==> src/hw/rtl/bsr_pkg.sv <==
// bsr_pkg: shared types and constants for the byte stream reassembler
// used by bsr_cell, byte_stream_reassembler_unit and bsr_checker; no dependencies
package bsr_pkg;

  localparam int unsigned RESULT_LIMIT = 64;
  localparam int unsigned RUN_W        = 7;
  localparam int unsigned WSIZE_W      = 7;
  localparam int unsigned POS_W        = 32;
  localparam int unsigned PEND_W       = 7;
  localparam logic [WSIZE_W-1:0] WSIZE_RESET = 7'd64;

  typedef struct packed {
    logic       valid;
    logic       end_mark;
    logic [7:0] data;
  } cell_t;

  typedef struct packed {
    logic       shift;
    logic       clear;
    logic       wr_byte;
    logic       set_end;
    logic [7:0] data;
  } cell_ctrl_t;

endpackage

==> src/hw/rtl/bsr_cell.sv <==
// bsr_cell: one window slot of the reassembly chain, holds byte, valid and end mark
// shifts toward the head on drain; depends on bsr_pkg
module bsr_cell (
  input  logic               clk_i,
  input  logic               rst_ni,
  input  bsr_pkg::cell_ctrl_t ctrl_i,
  input  bsr_pkg::cell_t     next_i,
  output bsr_pkg::cell_t     cell_o
);
  import bsr_pkg::*;

  logic       valid_q, valid_d;
  logic       end_q, end_d;
  logic [7:0] data_q;

  always_comb begin
    valid_d = valid_q;
    end_d   = end_q;
    if (ctrl_i.clear) begin
      valid_d = 1'b0;
      end_d   = 1'b0;
    end else if (ctrl_i.shift) begin
      valid_d = next_i.valid;
      end_d   = next_i.end_mark;
    end else begin
      if (ctrl_i.wr_byte) valid_d = 1'b1;
      if (ctrl_i.set_end) end_d = 1'b1;
    end
  end

  always_ff @(posedge clk_i or negedge rst_ni) begin
    if (!rst_ni) begin
      valid_q <= 1'b0;
      end_q   <= 1'b0;
    end else begin
      valid_q <= valid_d;
      end_q   <= end_d;
    end
  end

  always_ff @(posedge clk_i) begin
    if (ctrl_i.shift) begin
      data_q <= next_i.data;
    end else if (ctrl_i.wr_byte && !valid_q) begin
      data_q <= ctrl_i.data;
    end
  end

  assign cell_o = '{valid: valid_q, end_mark: end_q, data: data_q};

endmodule

==> src/hw/rtl/byte_stream_reassembler_unit.sv <==
// byte_stream_reassembler_unit: in-order byte delivery from out-of-order requests
// a request is taken only in the idle state and yields 1 to 64 results; no new request
// is taken until its last result has been registered. results leave one per cycle,
// while the result output is not stalled, through the output register, set by the drain
// shifting the cell chain one slot per result. async active-low reset empties the window,
// sets window size to 64. depends on bsr_pkg and bsr_cell
module byte_stream_reassembler_unit #(
  parameter int unsigned WINDOW_DEPTH = 64
) (
  input  logic                       clk_i,
  input  logic                       rst_ni,
  input  logic                       cfg_we_i,
  input  logic [bsr_pkg::WSIZE_W-1:0] cfg_wdata_i,
  input  logic                       req_valid_i,
  output logic                       req_stall_o,
  input  logic [bsr_pkg::POS_W-1:0]  position_i,
  input  logic [7:0]                 byte_value_i,
  input  logic                       has_byte_i,
  input  logic                       ends_stream_i,
  output logic                       res_valid_o,
  input  logic                       res_stall_i,
  output logic                       out_valid_o,
  output logic [7:0]                 out_byte_o,
  output logic                       stream_ended_o,
  output logic [bsr_pkg::PEND_W-1:0] pending_count_o,
  output logic [bsr_pkg::POS_W-1:0]  next_expected_o,
  output logic                       last_of_run_o
);
  import bsr_pkg::*;

  localparam int unsigned IDX_W  = $clog2(WINDOW_DEPTH);
  localparam int unsigned HELD_W = $clog2(WINDOW_DEPTH + 1);

  localparam logic S_IDLE  = 1'b0;
  localparam logic S_DRAIN = 1'b1;

  logic                state_q, state_d;
  logic [WSIZE_W-1:0]  wsize_q;
  logic [POS_W-1:0]    exp_q, exp_d;
  logic [HELD_W-1:0]   held_q, held_d;
  logic                ended_q, ended_d;
  logic [RUN_W-1:0]    run_q, run_d;

  logic                res_valid_q;
  logic                outv_q;
  logic [7:0]          obyte_q;
  logic                oended_q;
  logic [PEND_W-1:0]   opend_q;
  logic [POS_W-1:0]    oexp_q;
  logic                olast_q;

  cell_t               cells [WINDOW_DEPTH];
  cell_ctrl_t          ctrl  [WINDOW_DEPTH];
  logic [WINDOW_DEPTH-1:0] valid_vec;

  logic [POS_W-1:0]    offset, moff, eff;
  logic [IDX_W-1:0]    widx, midx;
  logic                accept, do_wr, byte_hit, mark_hit, mark_now, new_byte;
  logic                out_free, can_drain, drain_fire, status_fire, fin, last;

  always_comb begin
    offset   = position_i - exp_q;
    moff     = offset - 32'd1;
    eff      = (32'(wsize_q) < 32'(WINDOW_DEPTH)) ? 32'(wsize_q) : 32'(WINDOW_DEPTH);
    widx     = offset[IDX_W-1:0];
    midx     = moff[IDX_W-1:0];
    accept   = (state_q == S_IDLE) && req_valid_i;
    do_wr    = accept && !ended_q;
    byte_hit = has_byte_i && (offset < eff);
    mark_now = !has_byte_i && ends_stream_i && (offset == '0);
    mark_hit = !has_byte_i && ends_stream_i && (offset != '0) && (moff < eff);
    new_byte = do_wr && byte_hit && !valid_vec[widx];

    out_free    = !res_valid_q || !res_stall_i;
    can_drain   = !ended_q && cells[0].valid;
    drain_fire  = (state_q == S_DRAIN) && out_free && can_drain;
    status_fire = (state_q == S_DRAIN) && out_free && !can_drain;
    fin         = cells[0].end_mark;
    last        = fin || (run_q == RUN_W'(RESULT_LIMIT - 1)) || !cells[1].valid;
  end

  for (genvar i = 0; i < WINDOW_DEPTH; i++) begin : g_chain
    always_comb begin
      ctrl[i].shift   = drain_fire;
      ctrl[i].clear   = (do_wr && mark_now) || (drain_fire && fin);
      ctrl[i].wr_byte = do_wr && byte_hit && (widx == IDX_W'(i));
      ctrl[i].set_end = do_wr && ((byte_hit && ends_stream_i && (widx == IDX_W'(i))) ||
                                  (mark_hit && (midx == IDX_W'(i))));
      ctrl[i].data    = byte_value_i;
    end
    assign valid_vec[i] = cells[i].valid;
    if (i == WINDOW_DEPTH - 1) begin : g_tail
      bsr_cell u_cell (
        .clk_i  (clk_i),
        .rst_ni (rst_ni),
        .ctrl_i (ctrl[i]),
        .next_i ('0),
        .cell_o (cells[i])
      );
    end else begin : g_body
      bsr_cell u_cell (
        .clk_i  (clk_i),
        .rst_ni (rst_ni),
        .ctrl_i (ctrl[i]),
        .next_i (cells[i+1]),
        .cell_o (cells[i])
      );
    end
  end

  always_comb begin
    state_d = state_q;
    exp_d   = exp_q;
    held_d  = held_q;
    ended_d = ended_q;
    run_d   = run_q;
    if (accept) begin
      state_d = S_DRAIN;
      run_d   = '0;
      if (do_wr && mark_now) begin
        ended_d = 1'b1;
        held_d  = '0;
      end else if (new_byte) begin
        held_d = held_q + HELD_W'(1);
      end
    end
    if (drain_fire) begin
      exp_d  = exp_q + 32'd1;
      run_d  = run_q + RUN_W'(1);
      held_d = fin ? '0 : held_q - HELD_W'(1);
      if (fin) ended_d = 1'b1;
      if (last) state_d = S_IDLE;
    end
    if (status_fire) state_d = S_IDLE;
  end

  always_ff @(posedge clk_i or negedge rst_ni) begin
    if (!rst_ni) begin
      state_q     <= S_IDLE;
      wsize_q     <= WSIZE_RESET;
      exp_q       <= '0;
      held_q      <= '0;
      ended_q     <= 1'b0;
      run_q       <= '0;
      res_valid_q <= 1'b0;
    end else begin
      state_q <= state_d;
      exp_q   <= exp_d;
      held_q  <= held_d;
      ended_q <= ended_d;
      run_q   <= run_d;
      if (cfg_we_i) wsize_q <= cfg_wdata_i;
      if (drain_fire || status_fire) begin
        res_valid_q <= 1'b1;
      end else if (!res_stall_i) begin
        res_valid_q <= 1'b0;
      end
    end
  end

  always_ff @(posedge clk_i) begin
    if (drain_fire) begin
      outv_q   <= 1'b1;
      obyte_q  <= cells[0].data;
      oended_q <= ended_d;
      opend_q  <= PEND_W'(held_d);
      oexp_q   <= exp_d;
      olast_q  <= last;
    end else if (status_fire) begin
      outv_q   <= 1'b0;
      obyte_q  <= 8'd0;
      oended_q <= ended_q;
      opend_q  <= PEND_W'(held_q);
      oexp_q   <= exp_q;
      olast_q  <= 1'b1;
    end
  end

  assign req_stall_o     = (state_q != S_IDLE);
  assign res_valid_o     = res_valid_q;
  assign out_valid_o     = outv_q;
  assign out_byte_o      = obyte_q;
  assign stream_ended_o  = oended_q;
  assign pending_count_o = opend_q;
  assign next_expected_o = oexp_q;
  assign last_of_run_o   = olast_q;

endmodule

==> config.mk <==
export PLATFORM = sky130hd
export DESIGN_NAME = byte_stream_reassembler_unit
export DESIGN_NICKNAME = d
export VERILOG_FILES = /design/src/hw/rtl/bsr_pkg.sv /design/src/hw/rtl/bsr_cell.sv /design/src/hw/rtl/byte_stream_reassembler_unit.sv
export SDC_FILE = /design/constraint.sdc
export NUM_CORES = 1
export LEC_CHECK = 0
export ABC_AREA = 1
export BUFFER_PORTS_ARGS = -buffer_cell sky130_fd_sc_hd__buf_2
export CORE_MARGIN = 1
export CORE_UTILIZATION = 55
export DETAILED_ROUTE_END_ITERATION = 8
export PLACE_DENSITY = 0.69
export SLEW_MARGIN = 0
export SYNTH_ARGS = -nofsm -noshare
export SYNTH_HDL_FRONTEND = slang
export SYNTH_SLANG_ARGS = --single-unit
export TNS_END_PERCENT = 20
==> constraint.sdc <==
create_clock -name clk_i -period 6.6 [get_ports clk_i]
set_clock_uncertainty 0.15 [all_clocks]
set_input_delay 0.33 -clock clk_i [delete_from_list [all_inputs] [get_ports clk_i]]
set_output_delay 0.33 -clock clk_i [all_outputs]
set_load 0.01 [all_outputs]
Word level (Yosys, flattened, before mapping)
Index checks and enable logic that the tools add are counted.
{ "classes": {"bitwise_logic": 1, "n_addsub": 6, "order_cmp": 4, "n_reduce_logical": 672, "n_eq_ne": 128, "muxes": 541} }
{ "op_table": {"columns": ["op", "n"], "rows": [
  ["$mux 8", 128],
  ["$mux 1", 399],
  ["$eq 6x6->1 const B", 64],
  ["$reduce_bool 3->1", 128],
  ["$logic_and 1x1->1", 336],
  ["$eq 6x5->1 const B", 32],
  ["$reduce_bool 2->1", 65],
  ["$eq 6x4->1 const B", 16],
  ["$mux 32", 3],
  ["$logic_not 1->1", 70],
  ["$mux 7", 10],
  ["$logic_or 1x1->1", 69],
  ["$lt 32x7->1", 2],
  ["$eq 6x3->1 const B", 8],
  ["$add 32x1->32 const B", 1],
  ["$logic_not 32->1", 1],
  ["$reduce_bool 32->1", 1],
  ["$sub 32x1->32 const B", 1],
  ["$sub 32x32->32", 1],
  ["$eq 6x2->1 const B", 4],
  ["$add 7x1->7 const B", 2],
  ["$eq 6x1->1 const B", 2],
  ["$logic_not 6->1", 2],
  ["$eq 7x6->1 const B", 1],
  ["6 further kinds", 6]
]} }
{ "totals": {"inputBits": 54, "word_cells": 1557, "out_inout_bits": 52, "ff_bits": 746} }

Depth between registers and ports, before layout
Gate-level depths: netlist (run 1).
{ "logic_depth": {"depth_word": 11, "mapped_depth": 32, "ltp_nobuf": 29} }

Cells and area by module
Synthesis (run 1) repeated with hierarchy kept, for this count alone.
{ "hier_totals": {"hier_cells": 5284, "area_unflattened_um2": 42832.3} }
{ "by_module_without_submodules": {"columns": ["module", "n_inst", "cells_each", "area_each_um2", "seq_area_each_um2"], "rows": [
  ["bsr_cell", 64, 55, 495.5, 290.3],
  ["byte_stream_reassembler_unit", 1, 1764, 11121.9, 2894.0]
]} }

Worst setup path before layout (run 1)
OpenSTA, ideal clock, no wires.
{ "synth_timing": {"kind": "reg2reg", "from": "register exp_q[0]", "to": "register g_chain[10].g_body.u_cell.end_q", "setup_ns": 0.117, "n_path_buf": 3, "path_stages_with_launch": 30, "required_time_ns": 6.333, "slack_ns": 2.189, "arrival_time_ns": 4.144, "synth_period_minus_slack_ns": 4.411, "cell_sequence": "dfrtp_1 -> ha_1 -> inv_1 -> fa_1 -> clkbuf_1 -> clkinv_1 -> clkbuf_1 -> ha_1 -> inv_1 -> nor2_1 -> nand3_1 -> nor2_1 -> nand2_2 -> xor2_1 -> ha_1 -> nor2_1 -> nand3_1 -> a21oi_1 -> nand3_1 -> nor2_1 -> nand2_1 -> nor2_1 -> nand3_2 -> nor2_8 -> buf_6 -> nand3_1 -> nand2_1 -> nand2_1 -> nand3_1 -> nand2_1"} }
{ "synth_via": {"elab_chain_cells": 8, "word_cells_on_any_way": 21, "classes_between": "add/sub (2); order compare (2); eq/ne (2); mux (1); reduce/logical (14)"} }
{ "synth_lines": {"columns": ["item", "line", "source"], "rows": [
  ["from (decl)", "byte_stream_reassembler_unit.sv:39", "logic [POS_W-1:0] exp_q, exp_d;"],
  ["from (signal assigned)", "byte_stream_reassembler_unit.sv:148", "exp_q <= exp_d;"],
  ["$sub 32x32->32 (*)", "byte_stream_reassembler_unit.sv:62", "offset = position_i - exp_q;"],
  ["$sub 32x1->32, or another cell as far along", "byte_stream_reassembler_unit.sv:63", "moff = offset - 32'd1;"],
  ["$lt 32x7->1, or another cell as far along", "byte_stream_reassembler_unit.sv:71", "mark_hit = !has_byte_i && ends_stream_i && (offset != '0) && (moff < eff);"],
  ["$logic_and 1x1->1, on equally long branches", "byte_stream_reassembler_unit.sv:71, byte_stream_reassembler_unit.sv:87", null],
  ["$logic_and 1x1->1, on equally long branches", "byte_stream_reassembler_unit.sv:88, byte_stream_reassembler_unit.sv:87", null],
  ["$logic_or 1x1->1", "byte_stream_reassembler_unit.sv:87", "ctrl[i].set_end = do_wr && ((byte_hit && ends_stream_i && (widx == IDX_W'(i))) ||"],
  ["$logic_and 1x1->1", "byte_stream_reassembler_unit.sv:87", null],
  ["$reduce_bool 3->1 (no line)", null, null],
  ["to (signal assigned)", "bsr_cell.sv:37", "end_q <= end_d;"],
  ["to (decl)", "bsr_cell.sv:13", "logic end_q, end_d;"]
]} }
Mark *: on every way between the ends. The rest lies on a longest branch, timed or not.
A chain may end at the register's enable or synchronous reset.

Worst setup path after layout (run 1)
{ "layout_timing": {"from": "register exp_q[0]", "to": "register g_chain[63].g_tail.u_cell.data_q[5]"} }
{ "layout_via": {"elab_chain_cells": 6, "word_cells_on_any_way": 7, "classes_between": "add/sub (1); order compare (1); eq/ne (1); reduce/logical (4)"} }
{ "layout_lines": {"columns": ["item", "line", "source"], "rows": [
  ["$sub 32x32->32 (*)", "byte_stream_reassembler_unit.sv:62", null],
  ["$lt 32x7->1", "byte_stream_reassembler_unit.sv:69", "byte_hit = has_byte_i && (offset < eff);"],
  ["$logic_and 1x1->1", "byte_stream_reassembler_unit.sv:69", null],
  ["$logic_and 1x1->1", "byte_stream_reassembler_unit.sv:86", "ctrl[i].wr_byte = do_wr && byte_hit && (widx == IDX_W'(i));"],
  ["$logic_and 1x1->1 (*)", "byte_stream_reassembler_unit.sv:86", null],
  ["$logic_and 1x1->1 (*)", "bsr_cell.sv:44", "end else if (ctrl_i.wr_byte && !valid_q) begin"],
  ["to (signal assigned)", "bsr_cell.sv:43", "data_q <= next_i.data;"],
  ["to (signal assigned)", "bsr_cell.sv:45", "data_q <= ctrl_i.data;"],
  ["to (decl)", "bsr_cell.sv:14", "logic [7:0] data_q;"]
]} }
Marked as above.

==> results of run 1 <==
final timing paths:
kind,from,end,slack (ps),cells after the start
setup / recovery,exp_q[0],g_chain[63].g_tail.u_cell.data_q[5],1500,23
hold / removal,rst_ni,wsize_q[0],200,2
setup reg to reg,exp_q[0],g_chain[63].g_tail.u_cell.data_q[5],1500,23
hold reg to reg,out_valid_o,out_valid_o,320,2
max in group asynchronous,rst_ni,g_chain[17].g_body.u_cell.valid_q,4430,3
min in group clk_i,has_byte_i,held_q[4],200,6
synthesized netlist by cell type (all sizes together) (40+ instances only):
library cell / n
inv: 287
nor2: 415
xor2: 40
edfxtp: 553
nand3: 289
a21oi: 141
nand2: 1917
clkbuf: 168
o21ai: 86
a221oi: 62
dfrtp: 183
ha: 52
buf: 57
final cells by class:
| class | count | share of cell area |
|---|---|---|
| flip-flops and latches | 746 | 0.520 |
| inverters | 294 | 0.0270 |
| diodes | 3 | 0.000182 |
| clock inverters | 37 | 0.0124 |
| multi-input cells | 3100 | 0.335 |
| repair buffers | 168 | 0.0279 |
| clock buffers | 106 | 0.0522 |
| well taps | 864 | 0.0263 |
flip-flops by register name, indices dropped and copies added, names as in the netlist:
name                           cells
out_byte_o                         8
last_of_run_o                      1
req_stall_o                        1
run_q                              7
g_chain.g_tail.u_cell.end_q        1
wsize_q                            7
stream_ended_o                     1
held_q                             7
g_chain.g_body.u_cell.valid_q     63
next_expected_o                   32
g_chain.g_tail.u_cell.data_q       8
g_chain.g_body.u_cell.end_q       63
res_valid_o                        1
g_chain.g_tail.u_cell.valid_q      1
pending_count_o                    7
g_chain.g_body.u_cell.data_q     504
ended_q                            1
out_valid_o                        1
exp_q                             32
routing by layer:
| layer | wire length (um) | vias to the layer above | global-route usage |
|---|---|---|---|
| met1 | 42800 | 14300 | 0.408 |
| met3 | 6510 | 212 | 0.0381 |
| met5 | 0 | - | 0 |
| met2 | 44500 | 1055 | 0.448 |
| met4 | 3250 | 0 | 0.0989 |
| li1 | - | 14200 | - |
power by group through the flow:
stage	Sequential, uW	Combinational [uW]	Clock, uW
after floorplan	5280	398	0
after global placement	5260	723	0
after detailed placement	5260	729	0
after CTS	5160	748	4640
after global routing	5170	827	4810
final	5160	751	4580
metrics by stage:
step	cells	hold WS [ps]
finish	5318	198
global route	5318	217
CTS	5315	167
detailed placement	5146	309
global placement	5146	297
floorplan	4365	-116
worst max-delay path: stages, from the launching register on:
cell,delay [ps]
dfrtp_1,480
ha_1,190
inv_1,70
fa_1,420
nand2_1,160
nand2_1,110
nand3_1,100
nand2_1,110
nand2_1,120
nand2_1,100
nand2_1,120
nand2_1,60
nand2_1,50
nand2_1,120
nor2_1,130
nand2_1,60
nor2_1,280
nand4_1,340
nor2_4,700
nand2_1,190
nor2_2,480
inv_2,200
nor2_1,160
nor2_1,60
cell families (layout without fill, tap and decap cells):
family	after synthesis	count (layout)	share of synthesized area
xor gates and xnor gates	41	41	0.00966
buffers and inverters	519	605	0.0556
DFF	746	746	0.575
other	0	3	0
muxes	6	6	0.00182
adders and majority gates	53	53	0.0180
AOI/OAI and AO/OA	308	308	0.0491
and+or+nand+nor	2692	2692	0.290
repair_timing:
action / in CTS / in global routing
hold buffers: 26 / 0
setup endpoints to repair: 0 / 0
endpoints found under the hold margin: 123 / 0
==> impl_metrics.env, run 1 <==
export IMPL_status="complete, no violations"
export IMPL_clkLatencyLatePin_ps=640
export IMPL_netlist_area_leader_share=0.447
export IMPL_synth_fp_nets=4472
export IMPL_p_clk_frac=0.437
export IMPL_dp_hpwl_mm=63.1
export IMPL_syn_to_final_growth_pct=10.7
export IMPL_cp_end_kind="register"
export IMPL_cts_tree="built"
export IMPL_final_nets=4495
export IMPL_pre_cts_ws_ps=1450
export IMPL_p_sw_uw=2470
export IMPL_multi_input_area_mm2=0.0138
export IMPL_overflow=0
export IMPL_via_per_inst=5.60
export IMPL_fmax_mhz=196
export IMPL_fin_crit_ps=5100
export IMPL_synth_edff_count=553
export IMPL_pwr_share_seq=0.492
export IMPL_async_flop_share=0.247
export IMPL_drc=0
export IMPL_cap_violations=0
export IMPL_die_w_um=262
export IMPL_grt_pass1_wl_mm=153
export IMPL_worst_slack_ps=1500
export IMPL_dr_pass1_iters=6
export IMPL_fin_area_mm2=0.0412
export IMPL_worstPathArrival_ps=5480
export IMPL_wl_per_cell_um=18.3
export IMPL_fillers=5772
export IMPL_p_leak_uw=0.0181
export IMPL_num_rows=94
export IMPL_place_congestion=1.00
export IMPL_grt_util_all_layers=0.285
export IMPL_cts_buffer_depth=3
export IMPL_synthCells=4365
export IMPL_avgSynthCellArea_um2=8.52
export IMPL_p_total_uw=10500
export IMPL_ios=106
export IMPL_cts_resized=0
export IMPL_mostFrequentLayoutCell="nand2_1"
export IMPL_clk_pin_slew_ps=70
export IMPL_ys_flop_type="edfxtp_1"
export IMPL_grt_start_max_net_pins=212
export IMPL_first_iter_violations=3325
export IMPL_power_frac_comb=0.072
export IMPL_drt_wl_total_mm=97.1
export IMPL_cts_setup_buffers=0
export IMPL_period_share=0.773
export IMPL_max_slew_margin_rel=0.304
export IMPL_setup_tns_ps=0
export IMPL_num_vias=29800
export IMPL_mappedNetlistArea_mm2=0.0372
export IMPL_layout_common_cells="nand2_1, edfxtp_1, nor2_1"
export IMPL_port_buffers=105
export IMPL_root_buffer="clkbuf_16"
export IMPL_antenna_left=0
export IMPL_power_density_mw_per_mm2=255
export IMPL_synth_top_area_cell="edfxtp_1"
export IMPL_peakVddDrop_mv=0.258
export IMPL_clkSinkCount=746
export IMPL_internal_power_uw=8030
export IMPL_htree_num_levels=3
export IMPL_setup_viol=0
export IMPL_seq_area_mm2=0.0214
export IMPL_drive_above_1_share=0.0744
export IMPL_max_slew_worst_pin_slew_ps=1040
export IMPL_rsz0062_at_grt="no"
export IMPL_fin_util=0.621
export IMPL_hold_viol_final=0
export IMPL_grt_pass1_vias=27700
export IMPL_dieArea_mm2=0.0686
export IMPL_critPathMaxFanout=22
export IMPL_synth_cell_types=49
export IMPL_yosysSeqAreaShare=0.575
export IMPL_crit_type="register to register"
export IMPL_initial_utilization=0.560
export IMPL_cts_inserted_buffers=78
export IMPL_grt_antenna_before_repair=3
export IMPL_switching_share=0.235
export IMPL_critPathRequiredTime_ps=6970
export IMPL_postPlaceCellArea_mm2=0.0382
export IMPL_min_path_type="primary input to asynchronous set/reset pin"
export IMPL_die_y_um=262
export IMPL_yosysWarnings=0
export IMPL_slew_violations=0
export IMPL_core_area_mm2=0.0663
export IMPL_synth_area_top_cells="edfxtp_1, nand2_1, dfrtp_1, nor2_1, nand3_1"
export IMPL_synth_seq_cells=746
export IMPL_worstSetupStartpointType="register"
(Power assumes the default switching activity.)
==> run 2: changes to the inputs <==
--- a/config.mk
+++ b/config.mk
@@ -5,12 +5,12 @@
 export SDC_FILE = /design/constraint.sdc
 export NUM_CORES = 1
 export LEC_CHECK = 0
-export ABC_AREA = 1
+export ABC_AREA = 0
 export BUFFER_PORTS_ARGS = -buffer_cell sky130_fd_sc_hd__buf_2
 export CORE_MARGIN = 1
 export CORE_UTILIZATION = 55
 export DETAILED_ROUTE_END_ITERATION = 8
-export PLACE_DENSITY = 0.69
+export PLACE_DENSITY = 0.72
 export SLEW_MARGIN = 0
 export SYNTH_ARGS = -nofsm -noshare
 export SYNTH_HDL_FRONTEND = slang
==> constraint.sdc (replaced) <==
create_clock -name clk_i -period 4.3 [get_ports clk_i]
set_clock_uncertainty 0.15 [all_clocks]
set_input_delay 0.215 -clock clk_i [delete_from_list [all_inputs] [get_ports clk_i]]
set_output_delay 0.215 -clock clk_i [all_outputs]
set_load 0.01 [all_outputs]
==> run 2 against run 1 <==
  * Power rose by 55%
  * Largest power group unchanged
  * Worst hold slack got worse by 96 ps
  * The flow now finishes with violations (setup timing)
  * Global-route usage rose by 0.60 points
==> impl_metrics.env, run 2 <==
export IMPL_root_buffer="clkbuf_16"
export IMPL_pwr_share_seq=0.488
export IMPL_cts_inserted_buffers=78
export IMPL_critPathMaxFanout=8
export IMPL_synth_top_area_cell="edfxtp_1"
export IMPL_grt_pass1_vias=26100
export IMPL_fin_crit_ps=4620
export IMPL_r2r_start="exp_q[0]"
export IMPL_clk_pin_slew_ps=60
export IMPL_num_rows=92
export IMPL_setup_tns_ps=-122720
export IMPL_synthTopCellsByCount="edfxtp_1, a21o_1, a21oi_1"
export IMPL_switching_share=0.241
export IMPL_peakVddDrop_mv=0.400
export IMPL_synth_fp_nets=3086
export IMPL_top_regs="g_chain.g_body.u_cell.data_q (504), g_chain.g_body.u_cell.end_q (63), g_chain.g_body.u_cell.valid_q (63)"
export IMPL_ff2ff_setup_slack_ps=-320
export IMPL_overflow=0
export IMPL_seq_area_mm2=0.0214
export IMPL_crit_type="register to register"
export IMPL_ios=106
export IMPL_yosysWarnings=0
export IMPL_drive_above_1_share=0.228
export IMPL_wl_per_cell_um=22.4
export IMPL_mostFrequentLayoutCell="edfxtp_1"
export IMPL_cts_tree="built"
export IMPL_fin_util=0.683
export IMPL_grt_start_max_net_pins=237
export IMPL_first_iter_violations=2720
export IMPL_max_slew_margin_rel=0.247
export IMPL_critPathRequiredTime_ps=4510
export IMPL_power_frac_comb=0.096
export IMPL_num_vias=26300
export IMPL_die_y_um=255
export IMPL_power_density_mw_per_mm2=378
export IMPL_drt_wl_total_mm=94.0
export IMPL_p_sw_uw=3930
export IMPL_mappedNetlistArea_mm2=0.0352
export IMPL_ys_flop_type="edfxtp_1"
export IMPL_period_share=1.07
export IMPL_cts_buffer_depth=3
export IMPL_status="finished with violations"
export IMPL_synth_edff_count=553
export IMPL_p_leak_uw=0.0191
export IMPL_grt_pass1_wl_mm=147
export IMPL_grt_antenna_before_repair=1
export IMPL_place_congestion=0.895
export IMPL_worstPathArrival_ps=4830
export IMPL_max_slew_worst_pin_slew_ps=1130
export IMPL_setup_viol=646
export IMPL_synth_cell_types=87
export IMPL_largest_register="g_chain.g_body.u_cell.data_q"
export IMPL_cap_violations=0
export IMPL_violations="setup timing"
export IMPL_dr_pass1_iters=6
export IMPL_via_per_inst=6.29
export IMPL_worstRegToRegCells=16
export IMPL_core_area_mm2=0.0632
export IMPL_async_flop_share=0.247
export IMPL_htree_num_levels=3
export IMPL_die_w_um=255
export IMPL_avgSynthCellArea_um2=11.8
export IMPL_synthCells=2979
export IMPL_netlist_area_leader_share=0.472
export IMPL_worstSetupStartpointType="register"
export IMPL_slew_violations=0
export IMPL_clkSinkCount=746
export IMPL_crit_slowest_cell="or4_4"
export IMPL_largest_reg_flops=504
export IMPL_yosysSeqAreaShare=0.608
export IMPL_post_synth_top_count_cell="edfxtp_1"
export IMPL_r2r_end="g_chain[46].g_body.u_cell.data_q[6]"
export IMPL_dieArea_mm2=0.0650
export IMPL_min_path_type="primary input to asynchronous set/reset pin"
export IMPL_worst_slack_ps=-318
export IMPL_cp_end_kind="register"
export IMPL_layout_common_cells="edfxtp_1, a21o_1, a21oi_1"
export IMPL_clkLatencyLatePin_ps=650
export IMPL_grt_util_all_layers=0.291
export IMPL_p_clk_frac=0.416
export IMPL_crit_start="exp_q[0]"
export IMPL_port_buffers=105
export IMPL_fmax_mhz=217
export IMPL_dp_hpwl_mm=58.3
export IMPL_internal_power_uw=12400
export IMPL_cp_cell_sequence="ha_4 > inv_2 > fa_2 > a21o_1 > a221o_2 > a221oi_4 > o31ai_2 > a222oi_1 > nand4_1 > or4_4 > nor4_4 > buf_4 > clkbuf_16 > nand2_1 > o21ai_4 > buf_12"
export IMPL_max_stage_delay_ps=620
export IMPL_final_nets=3382
export IMPL_initial_utilization=0.557
export IMPL_synth_area_top_cells="edfxtp_1, dfrtp_1, a21o_1, a21oi_1, nand2_1"
export IMPL_antenna_left=0
export IMPL_fillers=4350
export IMPL_rsz0062_at_grt="yes"
export IMPL_hold_viol_final=0
export IMPL_multi_input_area_mm2=0.0135
export IMPL_synth_seq_cells=746
export IMPL_syn_to_final_growth_pct=22.7
export IMPL_drc=0
## run 2: cell types whose count changed after synthesis, moves of 29 or more
cell / previous run / this run
clkbuf_1: 167 / 196
inv_1: 268 / 52
a21o_1: 1 / 528
a221oi_1: 62 / 3
xor2_1: 40 / 6
xnor2_1: 1 / 43
nor2_1: 397 / 125
and3_1: 0 / 46
nand4_1: 35 / 81
nand3_1: 284 / 31
a21oi_1: 141 / 285
nand2_1: 1907 / 237
a22oi_1: 1 / 60
## run 2: final cells by class
cell class,count,share of cell area
clock inverters,40,0.0107
repair buffers,474,0.102
inverters,56,0.00524
diodes,1,0.0000579
clock buffers,104,0.0489
well taps,846,0.0245
flip-flops and latches,746,0.495
multi-input cells,1919,0.313
## run 2: worst max path at each step
stage	end	slack [ps]	cells past startpoint
CTS	g_chain[12].g_body.u_cell.data_q[5]	-280	14
floorplan	g_chain[36].g_body.u_cell.data_q[0]	-240	14
global route	g_chain[36].g_body.u_cell.data_q[3]	-510	15
detailed placement	g_chain[38].g_body.u_cell.data_q[0]	-370	16
finish	g_chain[46].g_body.u_cell.data_q[6]	-320	16
global placement	g_chain[63].g_tail.u_cell.end_q	-290	18
## run 2: metal layers
| metal | GRT usage | up-vias | wire length (um) |
|---|---|---|---|
| met5 | 0 | - | 0 |
| met1 | 0.406 | 13100 | 38500 |
| met3 | 0.0497 | 245 | 8020 |
| met4 | 0.109 | 0 | 3220 |
| li1 | - | 11800 | - |
| met2 | 0.459 | 1253 | 44200 |
## run 2: critical path: cells and delay by family (launching register included)
family          cells  cell delay, ps
simple gates        4            1190
buf+inv             4             530
compound gates      6            1580
fa+ha+maj           2             480
flops               1             390
## run 2: power groups by stage
stage,Combinational [uW],Sequential [uW],Clock (uW)
2_1_floorplan,747,8170,0
3_3_place_gp,1420,8100,0
3_5_place_dp,1450,8110,0
4_1_cts,1520,7960,6870
5_1_grt,1680,7970,7120
6_report,1560,7960,6790
## run 2: repair_timing
item                                    CTS  global route
setup buffers                            24            14
gates cloned                              9             5
endpoints found under the hold margin   127             0
hold buffers                             28             0
endpoints found under the setup margin  648           649
gates resized for setup                  47            56
pin swaps                                22            28
## run 2: stage by stage
stage,total power (uW),instances,instance area (um2),worst slack [ps],hold WS (ps)
after CTS,16400,4167,42800,-281,124
after global routing,16800,4186,43200,-510,185
after detailed placement,9560,3964,39200,-370,243
after floorplan,8920,2979,35800,-243,-231
after global placement,9530,3964,39200,-293,226
final,16300,4186,43200,-318,102
## run 2: cell families (layout without fill, tap and decap cells)
logic type / after synthesis / count (layout) / share of synthesized area
adder cells (fa/ha/maj): 53 / 53 / 0.0191
other: 0 / 1 / 0
AO/OA/AOI/OAI: 1107 / 1107 / 0.212
multiplexers: 40 / 40 / 0.0177
AND/OR/NAND/NOR: 670 / 670 / 0.0950
buffers and inverters: 314 / 674 / 0.0363
flip-flops: 746 / 746 / 0.608
XOR/XNOR: 49 / 49 / 0.0122
